<file path="config.mk">
export PLATFORM = sky130hd
export DESIGN_NAME = button_click_classifier
export DESIGN_NICKNAME = d
export VERILOG_FILES = /design/src/rtl/core/bcc_pkg.sv /design/src/rtl/core/bcc_debounce.sv /design/src/rtl/core/bcc_engine.sv /design/src/rtl/core/button_click_classifier.sv
export SDC_FILE = /design/constraint.sdc
export NUM_CORES = 1
export LEC_CHECK = 0
export ABC_CLOCK_PERIOD_IN_PS = 16100
export CAP_MARGIN = 20
export CORE_MARGIN = 8
export CORE_UTILIZATION = 55
export CTS_BUF_LIST = sky130_fd_sc_hd__clkbuf_4
export CTS_CLUSTER_SIZE = 10
export DETAILED_ROUTE_END_ITERATION = 8
export DONT_BUFFER_PORTS = 1
export HOLD_SLACK_MARGIN = 0.15
export PLACE_DENSITY = 0.7
export SKIP_LAST_GASP = 1
export SLEW_MARGIN = 20
export SYNTH_ARGS = -nofsm -noshare
export SYNTH_HDL_FRONTEND = slang
export SYNTH_SLANG_ARGS = --single-unit
</file>
<file path="constraint.sdc">
create_clock -name clk -period 16.1 [get_ports clk]
set_input_delay 0.805 -clock clk [delete_from_list [all_inputs] [get_ports clk]]
set_output_delay 0.805 -clock clk [all_outputs]
set_load 0.02 [all_outputs]
</file>
<file path="src/rtl/core/bcc_pkg.sv">
`default_nettype none
// ----------------------------------------------------------------------------
// bcc_pkg: shared types and constants for the button click classifier
// Event codes, configuration register indexes, reset values and the
// per-tick scan result passed from the debouncer to the click engine.
// ----------------------------------------------------------------------------
package bcc_pkg;

	localparam int unsigned TimeW = 32;
	localparam int unsigned MsW   = 16;
	localparam int unsigned CntW  = 2;
	localparam int unsigned IdxW  = 2;

	// pending event codes
	typedef enum logic [1:0] {
		EV_NONE   = 2'd0,
		EV_SINGLE = 2'd1,
		EV_DOUBLE = 2'd2
	} event_t;

	// configuration register indexes
	typedef enum logic [IdxW-1:0] {
		CFG_ENABLE   = 2'd0,
		CFG_DEBOUNCE = 2'd1,
		CFG_DBLCLICK = 2'd2
	} cfg_idx_t;

	localparam logic           RstEnable   = 1'b0;
	localparam logic [MsW-1:0] RstDebounce = 16'd50;
	localparam logic [MsW-1:0] RstDblClick = 16'd500;
	localparam logic           LvlReleased = 1'b1;

	// debouncer result for one tick
	typedef struct packed {
		logic             pressed;     // debounced change to low
		logic             deb_level;   // next debounced level
		logic [TimeW-1:0] change_time; // next raw change time
	} scan_t;

	// engine status seen by the top level
	typedef struct packed {
		event_t pending;     // pending event held in state
		logic   cnt_is_zero; // no press waiting for classification
	} eng_stat_t;

endpackage
`default_nettype wire

</file>
<file path="src/rtl/core/bcc_debounce.sv">
`default_nettype none
// ----------------------------------------------------------------------------
// bcc_debounce: combinational debounce step
// Tracks raw level changes and accepts a level once it has been stable
// longer than the debounce time; flags a debounced press.
// ----------------------------------------------------------------------------
module bcc_debounce (
	input  wire logic                        raw,
	input  wire logic [bcc_pkg::TimeW-1:0]   now_ms,
	input  wire logic                        previous_raw,
	input  wire logic                        deb_level,
	input  wire logic [bcc_pkg::TimeW-1:0]   change_time,
	input  wire logic [bcc_pkg::MsW-1:0]     debounce_ms,
	output bcc_pkg::scan_t                   scan
);

	logic                      raw_chg;
	logic [bcc_pkg::TimeW-1:0] ct_nxt;
	logic [bcc_pkg::TimeW-1:0] elapsed;
	logic                      stable_ok;

	// restart the stability timer on any raw change
	always_comb begin
		raw_chg   = (raw != previous_raw);
		ct_nxt    = raw_chg ? now_ms : change_time;
		elapsed   = now_ms - ct_nxt;
		stable_ok = (elapsed > {{(bcc_pkg::TimeW-bcc_pkg::MsW){1'b0}}, debounce_ms});
	end

	// accept the level and detect a press
	always_comb begin
		scan.change_time = ct_nxt;
		scan.deb_level   = stable_ok ? raw : deb_level;
		scan.pressed     = stable_ok && (raw != deb_level) && !raw;
	end

endmodule
`default_nettype wire

</file>
<file path="src/rtl/core/bcc_engine.sv">
`default_nettype none
// ----------------------------------------------------------------------------
// bcc_engine: click classification state
// Holds the debounce and press state, applies the acknowledge, counts
// presses and raises single and double click events, one tick per step.
// ----------------------------------------------------------------------------
module bcc_engine (
	input  wire logic                       clk,
	input  wire logic                       arst_n,
	input  wire logic                       step,
	input  wire logic                       raw,
	input  wire logic [bcc_pkg::TimeW-1:0]  now_ms,
	input  wire logic                       ack,
	input  wire logic                       enable,
	input  wire logic [bcc_pkg::MsW-1:0]    debounce_ms,
	input  wire logic [bcc_pkg::MsW-1:0]    double_click_ms,
	output bcc_pkg::event_t                 event_nxt,
	output logic                            level_nxt,
	output bcc_pkg::eng_stat_t              stat
);

	logic                      prev_raw_q;
	logic                      deb_level_q;
	logic [bcc_pkg::TimeW-1:0] change_time_q;
	logic [bcc_pkg::CntW-1:0]  press_cnt_q;
	logic [bcc_pkg::TimeW-1:0] press_time_q;
	bcc_pkg::event_t           pending_q;

	bcc_pkg::scan_t            scan;
	bcc_pkg::event_t           pend_ack;
	logic                      scan_en;
	logic [bcc_pkg::CntW-1:0]  cnt_inc;
	logic [bcc_pkg::TimeW-1:0] ptime_inc;
	logic [bcc_pkg::TimeW-1:0] since_press;
	logic [bcc_pkg::CntW-1:0]  cnt_nxt;
	logic [bcc_pkg::TimeW-1:0] ptime_nxt;
	logic                      prev_raw_nxt;
	logic [bcc_pkg::TimeW-1:0] ct_nxt;

	bcc_debounce u_debounce (
		.raw          (raw),
		.now_ms       (now_ms),
		.previous_raw (prev_raw_q),
		.deb_level    (deb_level_q),
		.change_time  (change_time_q),
		.debounce_ms  (debounce_ms),
		.scan         (scan)
	);

	// acknowledge first, then scan only when enabled with nothing pending
	always_comb begin
		pend_ack = ack ? bcc_pkg::EV_NONE : pending_q;
		scan_en  = enable && (pend_ack == bcc_pkg::EV_NONE);
	end

	// press counting and classification
	always_comb begin
		cnt_inc     = scan.pressed ? press_cnt_q + 1'b1 : press_cnt_q;
		ptime_inc   = scan.pressed ? now_ms : press_time_q;
		since_press = now_ms - ptime_inc;
		event_nxt   = pend_ack;
		cnt_nxt     = press_cnt_q;
		ptime_nxt   = press_time_q;
		prev_raw_nxt = prev_raw_q;
		level_nxt   = deb_level_q;
		ct_nxt      = change_time_q;
		if (scan_en) begin
			prev_raw_nxt = raw;
			level_nxt    = scan.deb_level;
			ct_nxt       = scan.change_time;
			cnt_nxt      = cnt_inc;
			ptime_nxt    = ptime_inc;
			if (cnt_inc == 2'd1) begin
				if (since_press >
					{{(bcc_pkg::TimeW-bcc_pkg::MsW){1'b0}}, double_click_ms}) begin
					event_nxt = bcc_pkg::EV_SINGLE;
					cnt_nxt   = '0;
					ptime_nxt = '0;
				end
			end else if (cnt_inc == 2'd2) begin
				event_nxt = bcc_pkg::EV_DOUBLE;
				cnt_nxt   = '0;
			end
		end
	end

	// state registers, updated once per processed tick
	always_ff @(posedge clk or negedge arst_n) begin
		if (!arst_n) begin
			prev_raw_q    <= bcc_pkg::LvlReleased;
			deb_level_q   <= bcc_pkg::LvlReleased;
			change_time_q <= '0;
			press_cnt_q   <= '0;
			press_time_q  <= '0;
			pending_q     <= bcc_pkg::EV_NONE;
		end else if (step) begin
			prev_raw_q    <= prev_raw_nxt;
			deb_level_q   <= level_nxt;
			change_time_q <= ct_nxt;
			press_cnt_q   <= cnt_nxt;
			press_time_q  <= ptime_nxt;
			pending_q     <= event_nxt;
		end
	end

	always_comb begin
		stat.pending     = pending_q;
		stat.cnt_is_zero = (press_cnt_q == '0);
	end

endmodule
`default_nettype wire

</file>
<file path="src/rtl/core/button_click_classifier.sv">
`default_nettype none
// ----------------------------------------------------------------------------
// button_click_classifier: debounced single and double click detector
// Input register, one-pass classification logic and an output register.
// ----------------------------------------------------------------------------
// Each request is one scan tick (raw active-low level, millisecond time,
// acknowledge) and yields exactly one result (pending event, debounced
// level). A tick goes from the input register through the click engine to
// the output register; one tick can be accepted every cycle unless the
// result channel stalls, as the engine updates its state once per tick.
// The output register lets a new request enter while a finished result
// waits. Configuration writes take effect at once and belong in idle periods.
// ----------------------------------------------------------------------------
module button_click_classifier (
	input  wire logic                         clk,
	input  wire logic                         arst_n,
	// configuration
	input  wire logic                         cfg_we,
	input  wire logic [bcc_pkg::IdxW-1:0]     cfg_index,
	input  wire logic [bcc_pkg::MsW-1:0]      cfg_data,
	// request channel
	input  wire logic                         in_valid,
	output logic                              in_stall,
	input  wire logic                         button_level,
	input  wire logic [bcc_pkg::TimeW-1:0]    now_ms,
	input  wire logic                         event_ack,
	// result channel
	output logic                              out_valid,
	input  wire logic                         out_stall,
	output logic [1:0]                        event_code,
	output logic                              stable_level
);

	logic                      enable_q;
	logic [bcc_pkg::MsW-1:0]   debounce_q;
	logic [bcc_pkg::MsW-1:0]   dblclick_q;

	logic                      valid_s1;
	logic                      raw_s1;
	logic [bcc_pkg::TimeW-1:0] now_s1;
	logic                      ack_s1;

	logic                      out_valid_q;
	bcc_pkg::event_t           event_q;
	logic                      level_q;

	logic                      out_free;
	logic                      advance;
	logic                      in_take;
	bcc_pkg::event_t           event_nxt;
	logic                      level_nxt;
	bcc_pkg::eng_stat_t        stat;

	// configuration registers
	always_ff @(posedge clk or negedge arst_n) begin
		if (!arst_n) begin
			enable_q   <= bcc_pkg::RstEnable;
			debounce_q <= bcc_pkg::RstDebounce;
			dblclick_q <= bcc_pkg::RstDblClick;
		end else if (cfg_we) begin
			unique case (cfg_index)
				bcc_pkg::CFG_ENABLE:   enable_q   <= cfg_data[0];
				bcc_pkg::CFG_DEBOUNCE: debounce_q <= cfg_data;
				bcc_pkg::CFG_DBLCLICK: dblclick_q <= cfg_data;
				default: ;
			endcase
		end
	end

	// handshake control
	always_comb begin
		out_free = !out_valid_q || !out_stall;
		advance  = valid_s1 && out_free;
		in_stall = valid_s1 && !out_free;
		in_take  = in_valid && !in_stall;
	end

	// input register
	always_ff @(posedge clk or negedge arst_n) begin
		if (!arst_n) begin
			valid_s1 <= 1'b0;
		end else if (in_take) begin
			valid_s1 <= 1'b1;
		end else if (advance) begin
			valid_s1 <= 1'b0;
		end
	end

	always_ff @(posedge clk) begin
		if (in_take) begin
			raw_s1 <= button_level;
			now_s1 <= now_ms;
			ack_s1 <= event_ack;
		end
	end

	bcc_engine u_engine (
		.clk             (clk),
		.arst_n          (arst_n),
		.step            (advance),
		.raw             (raw_s1),
		.now_ms          (now_s1),
		.ack             (ack_s1),
		.enable          (enable_q),
		.debounce_ms     (debounce_q),
		.double_click_ms (dblclick_q),
		.event_nxt       (event_nxt),
		.level_nxt       (level_nxt),
		.stat            (stat)
	);

	// result register
	always_ff @(posedge clk or negedge arst_n) begin
		if (!arst_n) begin
			out_valid_q <= 1'b0;
		end else if (advance) begin
			out_valid_q <= 1'b1;
		end else if (!out_stall) begin
			out_valid_q <= 1'b0;
		end
	end

	always_ff @(posedge clk) begin
		if (advance) begin
			event_q <= event_nxt;
			level_q <= level_nxt;
		end
	end

	assign out_valid    = out_valid_q;
	assign event_code   = event_q;
	assign stable_level = level_q;

	// stall only while a tick waits behind a blocked result
	a_stall_cause: assert property (@(posedge clk) disable iff (!arst_n)
		in_stall |-> (valid_s1 && out_valid_q && out_stall))
		else $error("request stalled without a blocked result");

	// a processed tick always shows up as a result
	a_adv_result: assert property (@(posedge clk) disable iff (!arst_n)
		advance |=> (out_valid && (event_code == $past(event_nxt))))
		else $error("processed tick did not reach the result register");

	// an unacknowledged event stays pending
	a_event_hold: assert property (@(posedge clk) disable iff (!arst_n)
		(advance && !ack_s1 && (stat.pending != bcc_pkg::EV_NONE))
		|=> (event_code == $past(stat.pending)))
		else $error("pending event changed without acknowledge");

	// an event leaves no press waiting
	a_event_clears: assert property (@(posedge clk) disable iff (!arst_n)
		(stat.pending != bcc_pkg::EV_NONE) |-> stat.cnt_is_zero)
		else $error("press count not cleared with pending event");

endmodule
`default_nettype wire
</file>
Yosys cells after proc, flatten, opt, wreduce, memory -nomap -nowiden
Index checks and enable logic that the tools add are counted.
{"block": "word_totals", "inputBits": 57, "romBits": 0, "reg_bits": 142, "mem_count": 0, "mem_bits_rw": 0, "latchBits": 0}
{"block": "op_classes", "mul": 0, "bitwise": 0, "shifts": 0, "n_div": 0, "n_eq_ne": 7, "mux": 19, "n_addsub": 3, "n_reduce_logical": 19, "n_lt_le_gt_ge": 2}
{"cell": "$mux 32", "n": 4}
{"cell": "$gt 32x16->1", "n": 2}
{"cell": "$sub 32x32->32", "n": 2}
{"cell": "$mux 2", "n": 9}
{"cell": "$reduce_and 2->1", "n": 4}
{"cell": "$logic_and 1x1->1", "n": 6}
{"cell": "$mux 1", "n": 6}
{"cell": "$logic_not 1->1", "n": 5}
{"cell": "$eq 2x1->1 const B", "n": 2}
{"cell": "$eq 2x2->1 const B", "n": 2}
{"cell": "$logic_not 2->1", "n": 2}
{"cell": "$add 2x1->2 const B", "n": 1}
{"cell": "$ne 1x1->1", "n": 2}
{"cell": "$ne 2x1->1 const B", "n": 1}
{"cell": "$reduce_bool 2->1", "n": 1}
{"cell": "$logic_or 1x1->1", "n": 1}

Logic depth before layout (Yosys ltp)
{"block": "depth", "depth_word": 12, "depth_mapped": 54, "mapped_depth_nobuf": 50}

Modules after synthesis
A second synthesis with hierarchy kept.
{"block": "hier_totals", "hier_cells": 1345, "hier_area_um2": 11755.0}
{"module": "bcc_engine", "area_per_inst_um2": 5705.5, "seq_area_each_um2": 1754.2, "n_inst": 1, "cells_per_inst": 666}
{"module": "bcc_debounce", "area_per_inst_um2": 3498.4, "seq_area_each_um2": 0.0, "n_inst": 1, "cells_per_inst": 563}
{"module": "button_click_classifier", "area_per_inst_um2": 2551.2, "seq_area_each_um2": 1998.2, "n_inst": 1, "cells_per_inst": 116}

Worst setup path before layout
OpenSTA, ideal clock, no wires.
{"block": "synth_path", "kind": "flip-flop to flip-flop", "from": "reg u_engine.prev_raw_q", "to": "reg event_q[0], in the netlist event_code[0] (data pin)", "arrival_time_ps": 9634, "t_required_ps": 15844, "period_less_slack_ps": 9889, "setup_time_ps": 256, "path_stages_with_launch": 50, "path_slack_ps": 6211, "cell_sequence": "dfstp_2 > xor2_1 > buf_2 > buf_2 > buf_1 > mux2i_1 > ha_1 > clkbuf_1 > nand3_1 > a21oi_1 > o21ai_1 > a2111oi_2 > nor2_1 > nand3b_1 > xor2_1 > ha_1 > nand4_1 > a211oi_1 > (+14 left out) > and2_1 > o21ai_0 > nor2b_1 > o21bai_1 > a21oi_1 > xnor2_1 > ha_1 > nand4_1 > nor4_1 > nand4_1 > o21ai_0 > o21a_1 > o221ai_1 > nor4_1 > nand4_1 > a211oi_1 > nor4_4 > a41o_1"}
{"block": "synth_via", "elab_chain_cells": 12}
{"element": "from (decl)", "line_no": "bcc_engine.sv:22", "text": "logic prev_raw_q;"}
{"element": "from (signal assigned)", "line_no": "bcc_engine.sv:90", "text": "prev_raw_q <= bcc_pkg::LvlReleased;"}
{"element": "from (signal assigned)", "line_no": "bcc_engine.sv:97", "text": "prev_raw_q <= prev_raw_nxt;"}
{"element": "$ne 1x1->1 *", "line_no": "bcc_debounce.sv:24", "text": "raw_chg = (raw != previous_raw);"}
{"element": "$mux 32 *", "line_no": "bcc_debounce.sv:25", "text": "ct_nxt = raw_chg ? now_ms : change_time;"}
{"element": "$sub 32x32->32 *", "line_no": "bcc_debounce.sv:26", "text": "elapsed = now_ms - ct_nxt;"}
{"element": "$gt 32x16->1 *", "line_no": "bcc_debounce.sv:27", "text": "stable_ok = (elapsed > {{(bcc_pkg::TimeW-bcc_pkg::MsW){1'b0}}, debounce_ms});"}
{"element": "$logic_and 1x1->1 * (2 in a row)", "line_no": "bcc_debounce.sv:34", "text": "scan.pressed = stable_ok && (raw != deb_level) && !raw;"}
{"element": "$mux 32", "line_no": "bcc_engine.sv:59", "text": "ptime_inc = scan.pressed ? now_ms : press_time_q;"}
{"element": "$sub 32x32->32", "line_no": "bcc_engine.sv:60", "text": "since_press = now_ms - ptime_inc;"}
{"element": "$gt 32x16->1", "line_no": "bcc_engine.sv:74", "text": "if (since_press >"}
{"element": "$mux 2", "line_no": "bcc_engine.sv:74"}
{"element": "$mux 2 *", "line_no": "bcc_engine.sv:73", "text": "if (cnt_inc == 2'd1) begin"}
{"element": "$mux 2 *", "line_no": "bcc_engine.sv:67", "text": "if (scan_en) begin"}
{"element": "via event_nxt[0]", "line_no": "button_click_classifier.sv:50", "text": "bcc_pkg::event_t event_nxt;"}
{"element": "to (signal assigned)", "line_no": "button_click_classifier.sv:125", "text": "event_q <= event_nxt;"}
{"element": "to (decl)", "line_no": "button_click_classifier.sv:44", "text": "bcc_pkg::event_t event_q;"}
Mark *: on every way through the listed nets, which the timed path passes. The rest lies on a longest branch.
A chain may end at the register's enable or synchronous reset.

Final worst setup path
Same ends and word-level chain as after synthesis.

==> results.md <==
- Status: complete, no violations
- Reg2reg end: event_code[0]
- Max Slew Vio Count: 0
- Static Leak: about 5.0 nW
- FMAX: 87.4 MHz
- CTS Root Cell: clkbuf_4
- Final hold vios: 0
- Ys async rst share: 0.739
- CTS Buf Count: 17
- Skew final: 0.0243 ns
- Worst reg-to-reg setup slack: around 4.7 ns
- P&R area growth vs syn: 4.25%
- Cells after Synth: 1,243
- YS warnings: 0
- CP dominant cell by count: nand4_1
- Peak VDD IR: between 0.1 and 0.15 mV
- CP max-delay cell: a2111oi_0
- Die X: 159 um
- Final net count: between 1,000 and 1,500
- Syn Std Cell Area: roughly 11,000 um2
- IO Pins: 62
- Max Cap Viol: 0
- Crit Path Class: flop to flop
- PortBufs: 0
- CP delay by family, top: compound AO/OA/AOI/OAI gates
- Crit path max fanout: 45
- Mean post-synth cell area: roughly 9 um2
- RSZ-0062 raised after global routing: no
- FP Rows: between 50 and 60
- Tcrit/Tclk final: 0.711
- Largest net degree at the start of global routing: 106
- Slew Limit Headroom: 0.386
- WL final: about 30,000 um
- Reg-to-reg startpoint: u_engine.prev_raw_q
- H-tree level count: 4
- Syn nets: 1,387
- Die Ht: 159 um
- Startpoint Class: flop
- Seq cells post-synth: roughly 140
- Post-CTS Hold Buffers: 1
- Slew @ Worst Pin: between 0.9 and 1 ns
- 1st-iter DRT viols: roughly 750
- Top_reg_cell synth: dfrtp_1
- Starting Density: 0.557
- Clock Path Buffers: 2
- Clock Sinks: around 140
- Met3 GRT Util: 0.0362
- Die area: ~25,000 um2
- Register area share after synthesis: 0.334
- R2R cell count: 47
- CTS tree: done
- DR DRC count: 0
- Worst path bufs/invs: 3
- DPL Wire Length: approximately 23,000 um
- Most frequent cells in the layout: nand2_1, dfrtp_1, a21oi_1, ha_1
- Layer with the highest usage: met2
- Drt wl/cell: 19.9 um
- Critical Path Max Stage Delay: roughly 0.68 ns
- Setup TNS: 0 ns
- Pre-antenna DRT Iters: 5
- Worst Path Required: between 15 and 20 ns
- Crit end category: flop
- Design area: between 10,000 and 15,000 um2
- Count of cell types in the netlist: a little under 80
- Fin crit period: between 10 and 15 ns
- Placed Area: approximately 11,000 um2
- Via-per-instance ratio: ~6.3
- Via count: 9,493
- Core footprint: 20,200 um2
- Placer congestion estimate: around 0.94
- Clock latency on the worst-skew pair: around 0.58 ns
- # setup viols final: 0
- GRT met1 Usage: 0.331
- Met2 usage: 0.353
- Post-CTS setup buffers: 0
- Post-synth EDFFs: 37
- Clk pin slew, worst setup/hold paths: approximately 0.13 ns
- Most common cell after layout, fill and taps aside: nand2_1
- Post-CTS sizing: 0
- Vias in the first global route: 9,074
- DRT antenna net count: 0
- Share of cells above drive strength 1: 0.0954
- GRT Resource Usage Total: 0.232
- Antenna violations before repair: 1
- GRT overflow: 0
- Arrival @ worst endpoint: 11.78 ns
- First-pass GRT wire length: 48,000 um
- Hold Path Class: input port to async pin
- Power per Cell Area: a little under 200 nW/um2
==> per-stage QoR <==
step           hold WS (ns)  std cells  setup slack (ns)  utilization  power [mW]
5_1_grt               0.155       1498              3.78        0.581        2.46
3_5_place_dp          0.472       1464              4.80        0.568        2.03
3_3_place_gp          0.463       1464              4.96        0.568        2.00
4_1_cts               0.161       1497              4.73        0.581        2.24
6_report              0.127       1498              4.66        0.581        2.26
2_1_floorplan         0.449       1243              6.21            -        1.68
==> worst max path at each step <==
stage / end / from / cells after the start
global placement: event_code[0] / u_engine.prev_raw_q / 47
finish: event_code[0] / u_engine.prev_raw_q / 47
floorplan: event_code[0] / u_engine.prev_raw_q / 49
CTS: event_code[0] / u_engine.prev_raw_q / 47
detailed placement: event_code[0] / u_engine.prev_raw_q / 47
global route: event_code[0] / u_engine.prev_raw_q / 47
==> registers in the layout, summed over array words and instances, names as in the netlist <==
signal                  cells
ack_s1                      1
u_engine.prev_raw_q         1
valid_s1                    1
stable_level                1
enable_q                    1
event_code                  2
out_valid                   1
u_engine.change_time_q     32
debounce_q                 16
u_engine.press_time_q      32
u_engine.pending_q          2
dblclick_q                 16
u_engine.press_cnt_q        2
raw_s1                      1
now_s1                     32
u_engine.deb_level_q        1
==> kinds of logic (layout without fill, tap and decap cells) <==
family | after synthesis | after routing | synth area share
compound gates | 362 | 362 | 0.211
simple gates | 348 | 348 | 0.154
flops | 142 | 142 | 0.334
mux | 124 | 124 | 0.115
buf+inv | 122 | 106 | 0.0422
fa+ha+maj | 95 | 95 | 0.105
xor+xnor | 50 | 50 | 0.0390
other cells | 0 | 1 | 0
==> layer usage <==
| metal | part of all wire | up-vias |
|---|---|---|
| li1 | - | 4572 |
| met1 | 0.47 | 4566 |
| met2 | 0.45 | 304 |
| met3 | 0.059 | 51 |
| met4 | 0.023 | 0 |
| met5 | 0 | - |
==> power breakdown <==
group | switching, mW | leakage (nW) | internal (mW)
clock | 0.138 | 0.130 | 0.0623
combinational | 0.898 | 3.18 | 0.605
sequential | 0.0792 | 1.65 | 0.474
total | 1.12 | 4.96 | 1.14
==> cell type report <==
| cell class | instances | area (um2) |
|---|---|---|
| Multi-Input combinational cell | 979 | 7060 |
| Inverter | 66 | 248 |
| Fill cell | 1829 | 8460 |
| Timing Repair Buffer | 8 | 80.1 |
| Clock buffer | 18 | 135 |
| Tap cell | 270 | 338 |
| Clock inverter | 14 | 97.6 |
| Antenna cell | 1 | 2.50 |
| Sequential cell | 142 | 3750 |
==> cells in the mapped netlist, drive strengths merged, types with 23 or more instances <==
cell      n  area (um2)
clkbuf   39         146
xor2     23         201
ha       86        1080
o21ai    84         432
edfxtp   37        1110
a31oi    40         250
nor3     24         120
xnor2    27         236
inv      65         244
dfrtp    94        2350
a21oi    87         439
nor2     67         251
nand2   115         432
nand3    23         115
mux2i    82         821
mux2     42         473
Power figures use the tool's default switching activity.
